[src/rtl/core/afr_pkg.sv]
package afr_pkg;

  localparam int unsigned DataWidth  = 64;
  localparam int unsigned ShiftWidth = $clog2(DataWidth);
  localparam int unsigned HalfWidth  = DataWidth / 2;

  typedef enum logic [3:0] {
    OP_ADD = 4'd0,
    OP_SUB = 4'd1,
    OP_MUL = 4'd2,
    OP_DIV = 4'd3,
    OP_AND = 4'd4,
    OP_OR  = 4'd5,
    OP_XOR = 4'd6,
    OP_NOT = 4'd7,
    OP_SHL = 4'd8,
    OP_SHR = 4'd9,
    OP_ASR = 4'd10,
    OP_ROL = 4'd11,
    OP_ROR = 4'd12
  } afr_op_e;

  typedef enum logic [2:0] {
    WM_8  = 3'd0,
    WM_16 = 3'd1,
    WM_24 = 3'd2,
    WM_32 = 3'd3
  } afr_mode_e;

  typedef struct packed {
    logic less;
    logic equal;
    logic greater;
    logic overflow;
    logic borrow;
    logic carry;
    logic sign;
    logic zero;
  } afr_flags_t;

  typedef struct packed {
    logic load;
    logic step;
    logic commit;
  } afr_cmd_t;

  typedef struct packed {
    logic iter_op;
  } afr_sts_t;

  function automatic logic [DataWidth-1:0] afr_width_mask(input logic [2:0] mode);
    logic [DataWidth-1:0] mask;
    mask = '1;
    unique case (afr_mode_e'(mode))
      WM_8:    mask = DataWidth'(64'h0000_0000_0000_00FF);
      WM_16:   mask = DataWidth'(64'h0000_0000_0000_FFFF);
      WM_24:   mask = DataWidth'(64'h0000_0000_00FF_FFFF);
      WM_32:   mask = DataWidth'(64'h0000_0000_FFFF_FFFF);
      default: mask = '1;
    endcase
    return mask;
  endfunction

endpackage

[src/rtl/core/afr_in_if.sv]
interface afr_in_if;
  logic                           valid;
  logic                           ready;
  logic [3:0]                     opcode;
  logic [afr_pkg::DataWidth-1:0]  operand_a;
  logic [afr_pkg::DataWidth-1:0]  operand_b;
  logic [2:0]                     width_mode;

  modport source (output valid, opcode, operand_a, operand_b, width_mode, input ready);
  modport sink   (input valid, opcode, operand_a, operand_b, width_mode, output ready);
endinterface

[src/rtl/core/afr_out_if.sv]
interface afr_out_if;
  logic                           valid;
  logic                           ready;
  logic [afr_pkg::DataWidth-1:0]  result;
  logic                           zero_flag;
  logic                           sign_flag;
  logic                           carry_flag;
  logic                           borrow_flag;
  logic                           overflow_flag;
  logic                           greater_flag;
  logic                           equal_flag;
  logic                           less_flag;

  modport source (
    output valid, result, zero_flag, sign_flag, carry_flag, borrow_flag,
           overflow_flag, greater_flag, equal_flag, less_flag,
    input  ready
  );
  modport sink (
    input  valid, result, zero_flag, sign_flag, carry_flag, borrow_flag,
           overflow_flag, greater_flag, equal_flag, less_flag,
    output ready
  );
endinterface

[src/rtl/core/afr_ctrl.sv]
module afr_ctrl (
  input  logic              clk_i,
  input  logic              rst_ni,
  input  logic              in_valid_i,
  output logic              in_ready_o,
  output logic              out_valid_o,
  input  logic              out_ready_i,
  input  afr_pkg::afr_sts_t sts_i,
  output afr_pkg::afr_cmd_t cmd_o
);

  typedef enum logic [1:0] {
    ST_IDLE,
    ST_CALC,
    ST_WAIT
  } state_e;

  state_e                          state_q;
  logic [afr_pkg::ShiftWidth-1:0]  cnt_q;
  logic                            out_valid_q;
  logic                            accept;
  logic                            last_step;

  assign in_ready_o  = (state_q == ST_IDLE);
  assign out_valid_o = out_valid_q;
  assign accept      = in_valid_i && in_ready_o;
  assign last_step   = (cnt_q == '1);

  always_comb begin
    cmd_o        = '0;
    cmd_o.load   = accept;
    cmd_o.step   = (state_q == ST_CALC);
    cmd_o.commit = (state_q == ST_WAIT) && (!out_valid_q || out_ready_i);
  end

  always_ff @(posedge clk_i or negedge rst_ni) begin
    if (!rst_ni) begin
      state_q     <= ST_IDLE;
      cnt_q       <= '0;
      out_valid_q <= 1'b0;
    end else begin
      if (cmd_o.commit) begin
        out_valid_q <= 1'b1;
      end else if (out_ready_i) begin
        out_valid_q <= 1'b0;
      end
      unique case (state_q)
        ST_IDLE: begin
          cnt_q <= '0;
          if (accept) begin
            state_q <= sts_i.iter_op ? ST_CALC : ST_WAIT;
          end
        end
        ST_CALC: begin
          cnt_q <= cnt_q + 1'b1;
          if (last_step) begin
            state_q <= ST_WAIT;
          end
        end
        ST_WAIT: begin
          if (cmd_o.commit) begin
            state_q <= ST_IDLE;
          end
        end
        default: state_q <= ST_IDLE;
      endcase
    end
  end

endmodule

[src/rtl/core/afr_dp.sv]
module afr_dp (
  input  logic                          clk_i,
  input  logic                          rst_ni,
  input  afr_pkg::afr_cmd_t             cmd_i,
  output afr_pkg::afr_sts_t             sts_o,
  input  logic [3:0]                    opcode_i,
  input  logic [afr_pkg::DataWidth-1:0] operand_a_i,
  input  logic [afr_pkg::DataWidth-1:0] operand_b_i,
  input  logic [2:0]                    width_mode_i,
  output logic [afr_pkg::DataWidth-1:0] result_o,
  output afr_pkg::afr_flags_t           flags_o
);

  localparam int unsigned W = afr_pkg::DataWidth;

  logic [3:0]             op_q;
  logic [2:0]             mode_q;
  logic [W-1:0]           a_q;
  logic [W-1:0]           b_q;
  logic [W-1:0]           acc_q;
  logic [W-1:0]           quo_q;
  logic                   lt_q;
  logic                   gt_q;
  logic                   eq_q;
  logic                   sum_hi_q;
  logic [W-1:0]           res_q;
  afr_pkg::afr_flags_t    flags_q;

  logic [W-1:0]           in_sum;
  logic [W:0]             rem_sh;
  logic [W:0]             rem_diff;
  logic [afr_pkg::ShiftWidth-1:0] shamt;
  logic [2*W-1:0]         rol_w;
  logic [2*W-1:0]         ror_w;
  logic [W-1:0]           res_d;
  logic                   is_mul;
  logic                   is_div;
  afr_pkg::afr_flags_t    flags_d;

  assign in_sum = operand_a_i + operand_b_i;
  assign sts_o.iter_op = (afr_pkg::afr_op_e'(opcode_i) == afr_pkg::OP_MUL) ||
                         (afr_pkg::afr_op_e'(opcode_i) == afr_pkg::OP_DIV);

  assign is_mul   = (afr_pkg::afr_op_e'(op_q) == afr_pkg::OP_MUL);
  assign is_div   = (afr_pkg::afr_op_e'(op_q) == afr_pkg::OP_DIV);
  assign rem_sh   = {acc_q, quo_q[W-1]};
  assign rem_diff = rem_sh - {1'b0, b_q};

  assign shamt = b_q[afr_pkg::ShiftWidth-1:0];
  assign rol_w = {a_q, a_q} << shamt;
  assign ror_w = {a_q, a_q} >> shamt;

  always_comb begin
    case (afr_pkg::afr_op_e'(op_q))
      afr_pkg::OP_ADD: res_d = a_q + b_q;
      afr_pkg::OP_SUB: res_d = a_q - b_q;
      afr_pkg::OP_MUL: res_d = acc_q;
      afr_pkg::OP_DIV: res_d = (b_q == '0) ? '0 : quo_q;
      afr_pkg::OP_AND: res_d = a_q & b_q;
      afr_pkg::OP_OR:  res_d = a_q | b_q;
      afr_pkg::OP_XOR: res_d = a_q ^ b_q;
      afr_pkg::OP_NOT: res_d = ~a_q;
      afr_pkg::OP_SHL: res_d = a_q << shamt;
      afr_pkg::OP_SHR: res_d = a_q >> shamt;
      afr_pkg::OP_ASR: res_d = W'($signed(a_q) >>> shamt);
      afr_pkg::OP_ROL: res_d = rol_w[2*W-1:W];
      afr_pkg::OP_ROR: res_d = ror_w[W-1:0];
      default:         res_d = a_q;
    endcase
  end

  always_comb begin
    flags_d = flags_q;
    if (op_q <= 4'(afr_pkg::OP_ROR)) begin
      flags_d.zero     = (res_d == '0);
      flags_d.sign     = res_d[7];
      flags_d.overflow = 1'b0;
      if (op_q < 4'(afr_pkg::OP_SHL)) begin
        if (afr_pkg::afr_op_e'(op_q) == afr_pkg::OP_SUB) begin
          flags_d.carry  = lt_q;
          flags_d.borrow = lt_q;
        end else begin
          flags_d.carry  = sum_hi_q;
        end
        flags_d.greater = gt_q;
        flags_d.equal   = eq_q;
        flags_d.less    = lt_q;
      end
    end
  end

  always_ff @(posedge clk_i) begin
    if (cmd_i.load) begin
      op_q     <= opcode_i;
      mode_q   <= width_mode_i;
      a_q      <= operand_a_i;
      b_q      <= operand_b_i;
      acc_q    <= '0;
      quo_q    <= operand_a_i;
      lt_q     <= operand_a_i < operand_b_i;
      gt_q     <= operand_a_i > operand_b_i;
      eq_q     <= operand_a_i == operand_b_i;
      sum_hi_q <= |in_sum[W-1:afr_pkg::HalfWidth];
    end else if (cmd_i.step) begin
      if (is_mul) begin
        if (b_q[0]) begin
          acc_q <= acc_q + a_q;
        end
        a_q <= a_q << 1;
        b_q <= b_q >> 1;
      end else if (is_div) begin
        if (!rem_diff[W]) begin
          acc_q <= rem_diff[W-1:0];
        end else begin
          acc_q <= rem_sh[W-1:0];
        end
        quo_q <= {quo_q[W-2:0], ~rem_diff[W]};
      end
    end
    if (cmd_i.commit) begin
      res_q <= (op_q <= 4'(afr_pkg::OP_ROR)) ? (res_d & afr_pkg::afr_width_mask(mode_q))
                                            : a_q;
    end
  end

  always_ff @(posedge clk_i or negedge rst_ni) begin
    if (!rst_ni) begin
      flags_q <= '0;
    end else if (cmd_i.commit) begin
      flags_q <= flags_d;
    end
  end

  assign result_o = res_q;
  assign flags_o  = flags_q;

endmodule

[src/rtl/core/alu_with_flag_register_unit.sv]
// Channel  Direction  Handshake      Transaction carries
// in_i     sink       valid / ready  opcode, operand_a, operand_b, width_mode
// out_o    source     valid / ready  result and the eight kept flags
//
// Multiply and divide take 64 iterations of a shift-add or restoring-subtract
// step in the datapath before the result register is written; all other
// operations go from accept straight to the wait for the result register.
// One operation is in flight at a time; the result register holds a finished
// transaction while out_o stalls, and the next operation is accepted meanwhile.
// Reset clears the flag register and the controller; no result is pending.
module alu_with_flag_register_unit (
  input  logic      clk_i,
  input  logic      rst_ni,
  afr_in_if.sink    in_i,
  afr_out_if.source out_o
);

  afr_pkg::afr_cmd_t                cmd;
  afr_pkg::afr_sts_t                sts;
  afr_pkg::afr_flags_t              flags;
  logic [afr_pkg::DataWidth-1:0]    result;

  afr_ctrl u_ctrl (
    .clk_i       (clk_i),
    .rst_ni      (rst_ni),
    .in_valid_i  (in_i.valid),
    .in_ready_o  (in_i.ready),
    .out_valid_o (out_o.valid),
    .out_ready_i (out_o.ready),
    .sts_i       (sts),
    .cmd_o       (cmd)
  );

  afr_dp u_dp (
    .clk_i        (clk_i),
    .rst_ni       (rst_ni),
    .cmd_i        (cmd),
    .sts_o        (sts),
    .opcode_i     (in_i.opcode),
    .operand_a_i  (in_i.operand_a),
    .operand_b_i  (in_i.operand_b),
    .width_mode_i (in_i.width_mode),
    .result_o     (result),
    .flags_o      (flags)
  );

  assign out_o.result        = result;
  assign out_o.zero_flag     = flags.zero;
  assign out_o.sign_flag     = flags.sign;
  assign out_o.carry_flag    = flags.carry;
  assign out_o.borrow_flag   = flags.borrow;
  assign out_o.overflow_flag = flags.overflow;
  assign out_o.greater_flag  = flags.greater;
  assign out_o.equal_flag    = flags.equal;
  assign out_o.less_flag     = flags.less;

endmodule

[src/flat_wrapper.sv]
// flat-port wrapper written by rule: the top's interface ports become plain ports
module alu_with_flag_register_unit_flat 
  (clk_i, rst_ni, in_i_valid, in_i_opcode, in_i_operand_a, in_i_operand_b, in_i_width_mode, in_i_ready, out_o_valid, out_o_result, out_o_zero_flag, out_o_sign_flag, out_o_carry_flag, out_o_borrow_flag, out_o_overflow_flag, out_o_greater_flag, out_o_equal_flag, out_o_less_flag, out_o_ready);
  afr_in_if in_i_i ();
  afr_out_if out_o_i ();
  input  logic clk_i;
  input  logic rst_ni;
  input wire logic [$bits(in_i_i.valid)-1:0] in_i_valid;
  input wire logic [$bits(in_i_i.opcode)-1:0] in_i_opcode;
  input wire logic [$bits(in_i_i.operand_a)-1:0] in_i_operand_a;
  input wire logic [$bits(in_i_i.operand_b)-1:0] in_i_operand_b;
  input wire logic [$bits(in_i_i.width_mode)-1:0] in_i_width_mode;
  output wire logic [$bits(in_i_i.ready)-1:0] in_i_ready;
  output wire logic [$bits(out_o_i.valid)-1:0] out_o_valid;
  output wire logic [$bits(out_o_i.result)-1:0] out_o_result;
  output wire logic [$bits(out_o_i.zero_flag)-1:0] out_o_zero_flag;
  output wire logic [$bits(out_o_i.sign_flag)-1:0] out_o_sign_flag;
  output wire logic [$bits(out_o_i.carry_flag)-1:0] out_o_carry_flag;
  output wire logic [$bits(out_o_i.borrow_flag)-1:0] out_o_borrow_flag;
  output wire logic [$bits(out_o_i.overflow_flag)-1:0] out_o_overflow_flag;
  output wire logic [$bits(out_o_i.greater_flag)-1:0] out_o_greater_flag;
  output wire logic [$bits(out_o_i.equal_flag)-1:0] out_o_equal_flag;
  output wire logic [$bits(out_o_i.less_flag)-1:0] out_o_less_flag;
  input wire logic [$bits(out_o_i.ready)-1:0] out_o_ready;
  assign in_i_i.valid = in_i_valid;
  assign in_i_i.opcode = in_i_opcode;
  assign in_i_i.operand_a = in_i_operand_a;
  assign in_i_i.operand_b = in_i_operand_b;
  assign in_i_i.width_mode = in_i_width_mode;
  assign in_i_ready = in_i_i.ready;
  assign out_o_valid = out_o_i.valid;
  assign out_o_result = out_o_i.result;
  assign out_o_zero_flag = out_o_i.zero_flag;
  assign out_o_sign_flag = out_o_i.sign_flag;
  assign out_o_carry_flag = out_o_i.carry_flag;
  assign out_o_borrow_flag = out_o_i.borrow_flag;
  assign out_o_overflow_flag = out_o_i.overflow_flag;
  assign out_o_greater_flag = out_o_i.greater_flag;
  assign out_o_equal_flag = out_o_i.equal_flag;
  assign out_o_less_flag = out_o_i.less_flag;
  assign out_o_i.ready = out_o_ready;
  alu_with_flag_register_unit u_core (.clk_i(clk_i), .rst_ni(rst_ni), .in_i(in_i_i), .out_o(out_o_i));
endmodule
[config.mk]
export PLATFORM = sky130hd
export DESIGN_NAME = alu_with_flag_register_unit_flat
export DESIGN_NICKNAME = d
export VERILOG_FILES = /design/src/rtl/core/afr_pkg.sv /design/src/rtl/core/afr_in_if.sv /design/src/rtl/core/afr_out_if.sv /design/src/rtl/core/afr_ctrl.sv /design/src/rtl/core/afr_dp.sv /design/src/rtl/core/alu_with_flag_register_unit.sv /design/src/flat_wrapper.sv
export SDC_FILE = /design/constraint.sdc
export NUM_CORES = 2
export LEC_CHECK = 0
export ABC_CLOCK_PERIOD_IN_PS = 13410
export BUFFER_PORTS_ARGS = -buffer_cell sky130_fd_sc_hd__buf_2
export CORE_MARGIN = 8
export CORE_UTILIZATION = 30
export DETAILED_ROUTE_END_ITERATION = 10
export PLACE_DENSITY_LB_ADDON = 0.1
export RECOVER_POWER = 50
export SYNTH_ARGS = -nofsm -noshare
export SYNTH_HDL_FRONTEND = slang
export SYNTH_HIERARCHICAL = 1
export SYNTH_SLANG_ARGS = --single-unit
[constraint.sdc]
create_clock -name clk_i -period 13.41 [get_ports clk_i]
set_input_delay 1.341 -clock clk_i [delete_from_list [all_inputs] [get_ports clk_i]]
set_output_delay 1.341 -clock clk_i [all_outputs]
set_load 0.005 [all_outputs]
# Word level (Yosys, flattened, before mapping)

Cells that the tools add are included.

Register bits after elaboration: 347
Input bits: 139
Output and inout port bits: 74
Logic and storage cells: 120

Muxes and demuxes: 28
Bitwise logic cells: 6
Equality and inequality tests: 26
Add/sub/neg operators: 6
Shifts and indexed selects: 5
Reduce and logical (&&, ||, !) cells: 24
Magnitude comparators: 4

Operators with widths:

| cell                                           | count |
|---|---|
| 2-to-1 mux 64 bit                              | 17 |
| case mux 64 bit (13 select lines)              | 1 |
| case mux 64 bit (4 select lines)               | 1 |
| adder 64 bit                                   | 3 |
| bitwise AND 64 bit                             | 2 |
| zero test 64 bit                               | 2 |
| left shift 128 x 6 -> 128 bit                  | 1 |
| right shift 128 x 6 -> 64 bit                  | 1 |
| subtractor 65 x 64 -> 65 bit                   | 1 |
| == test 64 bit                                 | 1 |
| > comparator 64 bit                            | 1 |
| < comparator 64 bit                            | 1 |
| inverter 64 bit                                | 1 |
| bitwise OR 64 bit                              | 1 |
| left shift 64 x 6 -> 64 bit                    | 1 |
| right shift 64 x 6 -> 64 bit                   | 1 |
| >>> shifter 64 x 6 -> 64 bit                   | 1 |
| subtractor 64 bit                              | 1 |
| bitwise XOR 64 bit                             | 1 |
| OR reduction 32 bit                            | 1 |
| == test 4 bit (second input constant)          | 5 |
| == test 4 x 2 -> 1 bit (second input constant) | 4 |
| == test 4 x 3 -> 1 bit (second input constant) | 4 |
| case mux 6 bit (2 select lines)                | 1 |
| other kinds (25)                               | 45 |

# Depth between registers and ports, before layout

Word-level depth: 6
Depth in mapped cells: 30
Depth with buffers taken out: 25

# Modules after synthesis

Netlist, hierarchy kept.

Modules (own cells, without submodules):

| module   | cells each | area each (µm²) | seq. area each (µm²) | times used |
|---|---|---|---|---|
| afr_dp   | 6269       | 47514.3         | 9474.1               | 1 |
| afr_ctrl | 46         | 435.4           | 225.2                | 1 |

# Worst setup path after synthesis

No wires, ideal clock.

Kind: reg2reg
From: reg u_core.u_dp.op_q[2]
To: reg u_core.u_dp.flags_q (netlist bit u_core/u_dp/flags_o[0])
Setup time: 76 ps
Arrival time: 7210 ps
Clock period less this slack: 7286 ps
Slack: 6124 ps
Path buffers: 8
Data required time: 13334 ps
Cell stages (with the launch flop): 28
Cells stage by stage: edfxtp_1 > clkbuf_1 > buf_1 > nor3_1 > clkbuf_1 > clkbuf_1 > clkbuf_1 > and2_1 > clkbuf_1 > buf_1 > nor2_1 > xnor2_1 > ha_1 > clkbuf_1 > nand2_1 > o21a_1 > or3_1 > nand3_1 > o2111ai_1 > o211a_1 > o211ai_1 > o32ai_1 > a221oi_1 > nand2_1 > or4b_2 > or4b_1 > or4b_1 > o21ai_1

Cells in the longest elaborated chain, start to end: 3
Elaborated cells between the ends (all ways): 17
Those cells by class: order compare: 1; eq/ne: 12; mux: 1; reduce/logical: 3

RTL lines:

| what                                  | RTL line      | text |
|---|---|---|
| start, declared                       | afr_dp.sv:16  | `logic [3:0] op_q;` |
| start signal, assigned                | afr_dp.sv:94  | `op_q <= opcode_i;` |
| == test 4 bit (tied with other cells) | afr_dp.sv:54  | `case (afr_pkg::afr_op_e'(op_q))` |
| case mux 64 bit (13 select lines)     | afr_dp.sv:54  |  |
| zero test 64 bit                      | afr_dp.sv:75  | `flags_d.zero = (res_d == '0);` |
| end signal, assigned                  | afr_dp.sv:130 | `flags_q <= flags_d;` |
| end, declared                         | afr_dp.sv:27  | `afr_pkg::afr_flags_t flags_q;` |

Several ways; a longest one is shown, not always the timed one.
A chain may end at the register's enable or synchronous reset.

# Worst setup path in the final report

From: reg u_core.u_dp.b_q[5]
To: reg u_core.u_dp.flags_q (netlist bit u_core/u_dp/flags_o[0])

Cells in the longest elaborated chain, start to end: 4
Elaborated cells between the ends (all ways): 14
Those cells by class: add/sub: 2; shift: 5; mux: 2; bitwise: 3; reduce/logical: 2

RTL lines:

| what                                                                      | RTL line      | text |
|---|---|---|
| start, declared                                                           | afr_dp.sv:19  | `logic [W-1:0] b_q;` |
| start signal, assigned                                                    | afr_dp.sv:97  | `b_q <= operand_b_i;` |
| start signal, assigned                                                    | afr_dp.sv:110 | `b_q <= b_q >> 1;` |
| parallel branches: the longest is 2 deep, another holds subtractor 64 bit | --            |  |
| case mux 64 bit (13 select lines) *                                       | afr_dp.sv:54  |  |
| zero test 64 bit *                                                        | afr_dp.sv:75  |  |

Mark *: on every way between the ends.

==> results by group <==
Outcome
  – Run status: finished with violations
  – Failing checks: capacitance limit, slew limit

Final layout
  – Fill count: ~17000
  – Layout cells sized above 1: 0.102
  – # nets final: 6949
  – Area Growth Syn to Fin: 11.4%
  – Final core utilization: 0.337

Yosys
  – Yosys reg bits: 347
  – Synthesized area per cell: 7.59 sq um
  – Leading area contributor after synthesis: edfxtp_1
  – Synth area leaders: edfxtp_1, ha_1, o21ai_0
  – Syn_nets: 6905
  – Top-area cell type share of the netlist area: 0.167
  – Post-synth top flop: edfxtp_1
  – Distinct cells, synth: 95
  – Sequential area share after synthesis: 0.202
  – Synth Cell Area: 0.0479 sq mm
  – Post-synth EDFFs: ~270
  – Synth cell count leaders: nand2_1, o21ai_0, a21oi_1
  – Ys async rst share: 0.0461
  – YS warnings: 6
  – Mapped Cells: ~6300
  – Top-count cell post-synth: nand2_1

Floorplanning
  – # IOs: 213
  – Die width: a little over 400 um
  – Core area: approximately 0.16 sq mm
  – Die H: just over 400 um
  – Initial Utilization: 0.302
  – Die area: about 0.17 sq mm
  – Row cnt: roughly 150

Route
  – Vias: ~55000
  – DR iter-0 viols: around 8000
  – First-pass iteration count of the detailed router: 8
  – Total Wirelength: 338000 um
  – Number of remaining DRC errors: 0
  – Ratio of routed vias to standard cells: about 6.5
  – WL/cell: approximately 40 um
  – Post-route ant nets: 0

STA
  – Final worst-path cycle share: 0.623
  – Setup ws final: between 5 and 6 ns
  – Slew Limit Fails: between 300 and 400
  – Final min period: ~8.4 ns
  – Fin. Hold Viols: 0
  – Relative slew margins: -1.08
  – Worst Clk Skew: between 0.04 and 0.05 ns
  – RSZ-0062 raised after global routing: false
  – Final setup vio count: 0
  – Worst-margin pin slew: about 3.1 ns
  – FMAX: between 100 and 150 MHz
  – Hold WS: 0.491 ns
  – Accumulated negative setup slack: 0 ns

Min path
  – Worst hold path class: flip-flop to flip-flop
  – Worst Hold Path Cells: 2
  – Hold Path End: u_core/u_dp/flags_o[2]$_DFFE_PN0P_
  – Min-delay src: u_core/u_dp/flags_o[2]$_DFFE_PN0P_

Clock tree
  – Clock buffer count from CTS: 46
  – Clk pin slew, worst setup/hold paths: 0.06 ns
  – Clock root buffer: clkbuf_16
  – Post-cts sizing count: 0
  – Hold Buf Count CTS: 0
  – CTS max path bufs: 3
  – H-Tree Depth: 2
  – CTS Sinks: roughly 350
  – TritonCTS clock tree: yes
  – Postcts setup bufs: 0
  – Clock latency on the worst-skew pair: 0.67 ns

Worst setup path
  – Worst flop-to-flop path startpoint: u_core/u_dp/b_q[5]$_DFFE_PP_
  – Crit path capture type: flip-flop
  – Internal reg-to-reg setup slack: just over 5 ns
  – Worst EP required: approximately 14 ns
  – Reg2Reg Depth: 24
  – Crit Path Class: flip-flop to flip-flop
  – Worst setup SP type: flip-flop
  – Crit path DAT: 8.91 ns
  – Critical R2R Capture: u_core/u_dp/flags_o[0]$_DFFE_PN0P_
  – Worst-path fanout max: 80

Power
  – Total Power: approximately 10000 uW
  – Peak VDD IR: roughly 99 uV
  – LEAKAGE: roughly 0.022 uW
  – Power density over the cells: ~190 mW/mm^2

Global routing
  – Initial antenna violation count: 21
  – GRT Util Overall: 0.368
  – Vias in the first global route: ~52000
  – GRT overflow: 0
  – First-pass GRT wire length: ~450000 um
  – Pin count of the biggest net entering global routing: approximately 170

Placed design
  – Input/output buffers: 211
  – Routability Congestion: ~1.1
  – Pre-CTS worst setup slack: 5.22 ns
  – Detail Placement HPWL: 276000 um

Job
  – Max-Cap Viols: 9
[critical path, cell delays in order, from the launching register on]
cell	delay, ns
edfxtp_1	0.41
buf_12	0.24
nor4_1	0.87
and2_1	0.28
nand2_1	0.19
nor2_1	0.24
nand2_1	0.14
nor4_1	0.77
a31oi_1	0.23
xnor2_1	0.19
ha_1	0.45
nand2_1	0.18
nor2_1	0.30
nand4_1	0.14
nor3_1	0.31
o2111ai_1	0.24
o211a_1	0.32
o211ai_1	0.29
o32ai_1	0.16
a221oi_1	0.44
nand2_1	0.08
or4b_2	0.67
or4b_1	0.47
or4b_1	0.48
o21ai_1	0.13
[stage by stage]
step | instance area (sq um) | cells
after CTS | 53500 | 8468
final | 53400 | 8480
after floorplan | 47900 | 6315
after global placement | 51800 | 8382
after global routing | 53400 | 8470
after detailed placement | 51800 | 8382
[cells by family (layout without fill, tap and decap cells)]
logic type / after synthesis / after routing / share of synthesized area
AOI/OAI and AO/OA: 2280 / 2280 / 0.307
and+or+nand+nor: 1845 / 1845 / 0.177
buffers and inverters: 790 / 872 / 0.0631
adders and majority gates: 451 / 451 / 0.118
muxes: 380 / 380 / 0.0923
DFF: 347 / 347 / 0.202
xor gates and xnor gates: 221 / 221 / 0.0404
other: 1 / 12 / 0.0000782
[cell usage in the layout (no fill, tap or decap), types with 39 or more instances in the layout]
master and count:
nor3_1 104, a31oi_1 55, clkbuf_16 46, edfxtp_1 267, o211ai_1 81, a22oi_1 84
o22ai_1 168, nand2_1 696, dfxtp_1 64, mux2i_1 232, xnor2_1 145, ha_1 448
buf_2 152, o21a_1 43, buf_4 194, a21oi_1 488, a221oi_1 112, o21ai_0 615
nand3_1 113, xor2_1 76, inv_1 362, nor2b_1 53, mux4_2 39, nor4_1 60
nand2b_1 66, or3_1 43, mux2_2 108, a211oi_1 86, nor2_1 472, o221ai_1 39
o21bai_1 69, nand4_1 61, a21o_1 114, clkbuf_1 72
[flip-flops by register name, indices dropped and copies added (netlist names)]
signal / flops
u_core/u_ctrl/cnt_q: 6
u_core/u_ctrl/out_valid_o: 1
u_core/u_ctrl/state_q: 2
u_core/u_dp/a_q: 64
u_core/u_dp/acc_q: 64
u_core/u_dp/b_q: 64
u_core/u_dp/eq_q: 1
u_core/u_dp/flags_o: 7
u_core/u_dp/gt_q: 1
u_core/u_dp/lt_q: 1
u_core/u_dp/mode_q: 3
u_core/u_dp/op_q: 4
u_core/u_dp/quo_q: 64
u_core/u_dp/result_o: 64
u_core/u_dp/sum_hi_q: 1
[cell type report]
cell class,instances,area (sq um),share of cell area
sequential,347,9700,0.182
tap,2072,2590,0.0485
clock buffer,55,1190,0.0224
antenna,11,27.5,0.000515
multi-input combinational,5178,35400,0.663
inverter,368,1380,0.0259
timing repair buffer,418,2590,0.0485
clock inverter,31,515,0.00965
[where the power goes]
group	switching (uW)	leakage, uW	internal, uW
combinational	4850	0.0177	1880
clock	568	0.000833	860
sequential	399	0.00327	1500
total	5810	0.0218	4250
[worst max-delay path by stage]
stage	from	endpoint	slack, ns	cells after the start
floorplan	u_core/u_dp/op_q[2]$_DFFE_PP_	u_core/u_dp/flags_o[0]$_DFFE_PN0P_	6.12	27
global placement	u_core/u_dp/b_q[4]$_DFFE_PP_	u_core/u_dp/flags_o[0]$_DFFE_PN0P_	5.26	25
detailed placement	u_core/u_dp/b_q[4]$_DFFE_PP_	u_core/u_dp/flags_o[0]$_DFFE_PN0P_	5.22	25
CTS	u_core/u_dp/b_q[4]$_DFFE_PP_	u_core/u_dp/flags_o[0]$_DFFE_PN0P_	5.18	25
global route	u_core/u_dp/b_q[3]$_DFFE_PP_	u_core/u_dp/flags_o[0]$_DFFE_PN0P_	4.75	26
finish	u_core/u_dp/b_q[5]$_DFFE_PP_	u_core/u_dp/flags_o[0]$_DFFE_PN0P_	5.06	24
[per-layer routing]
layer  routed length (um)  global-route usage  vias to the layer above
met5                   75                   0                        -
met3                30100              0.0716                      646
met1               143000               0.496                    27600
li1                     -                   -                    23800
met2               140000               0.542                     3177
met4                24700               0.221                       10
Note: power is estimated with default switching activity, not from simulation.
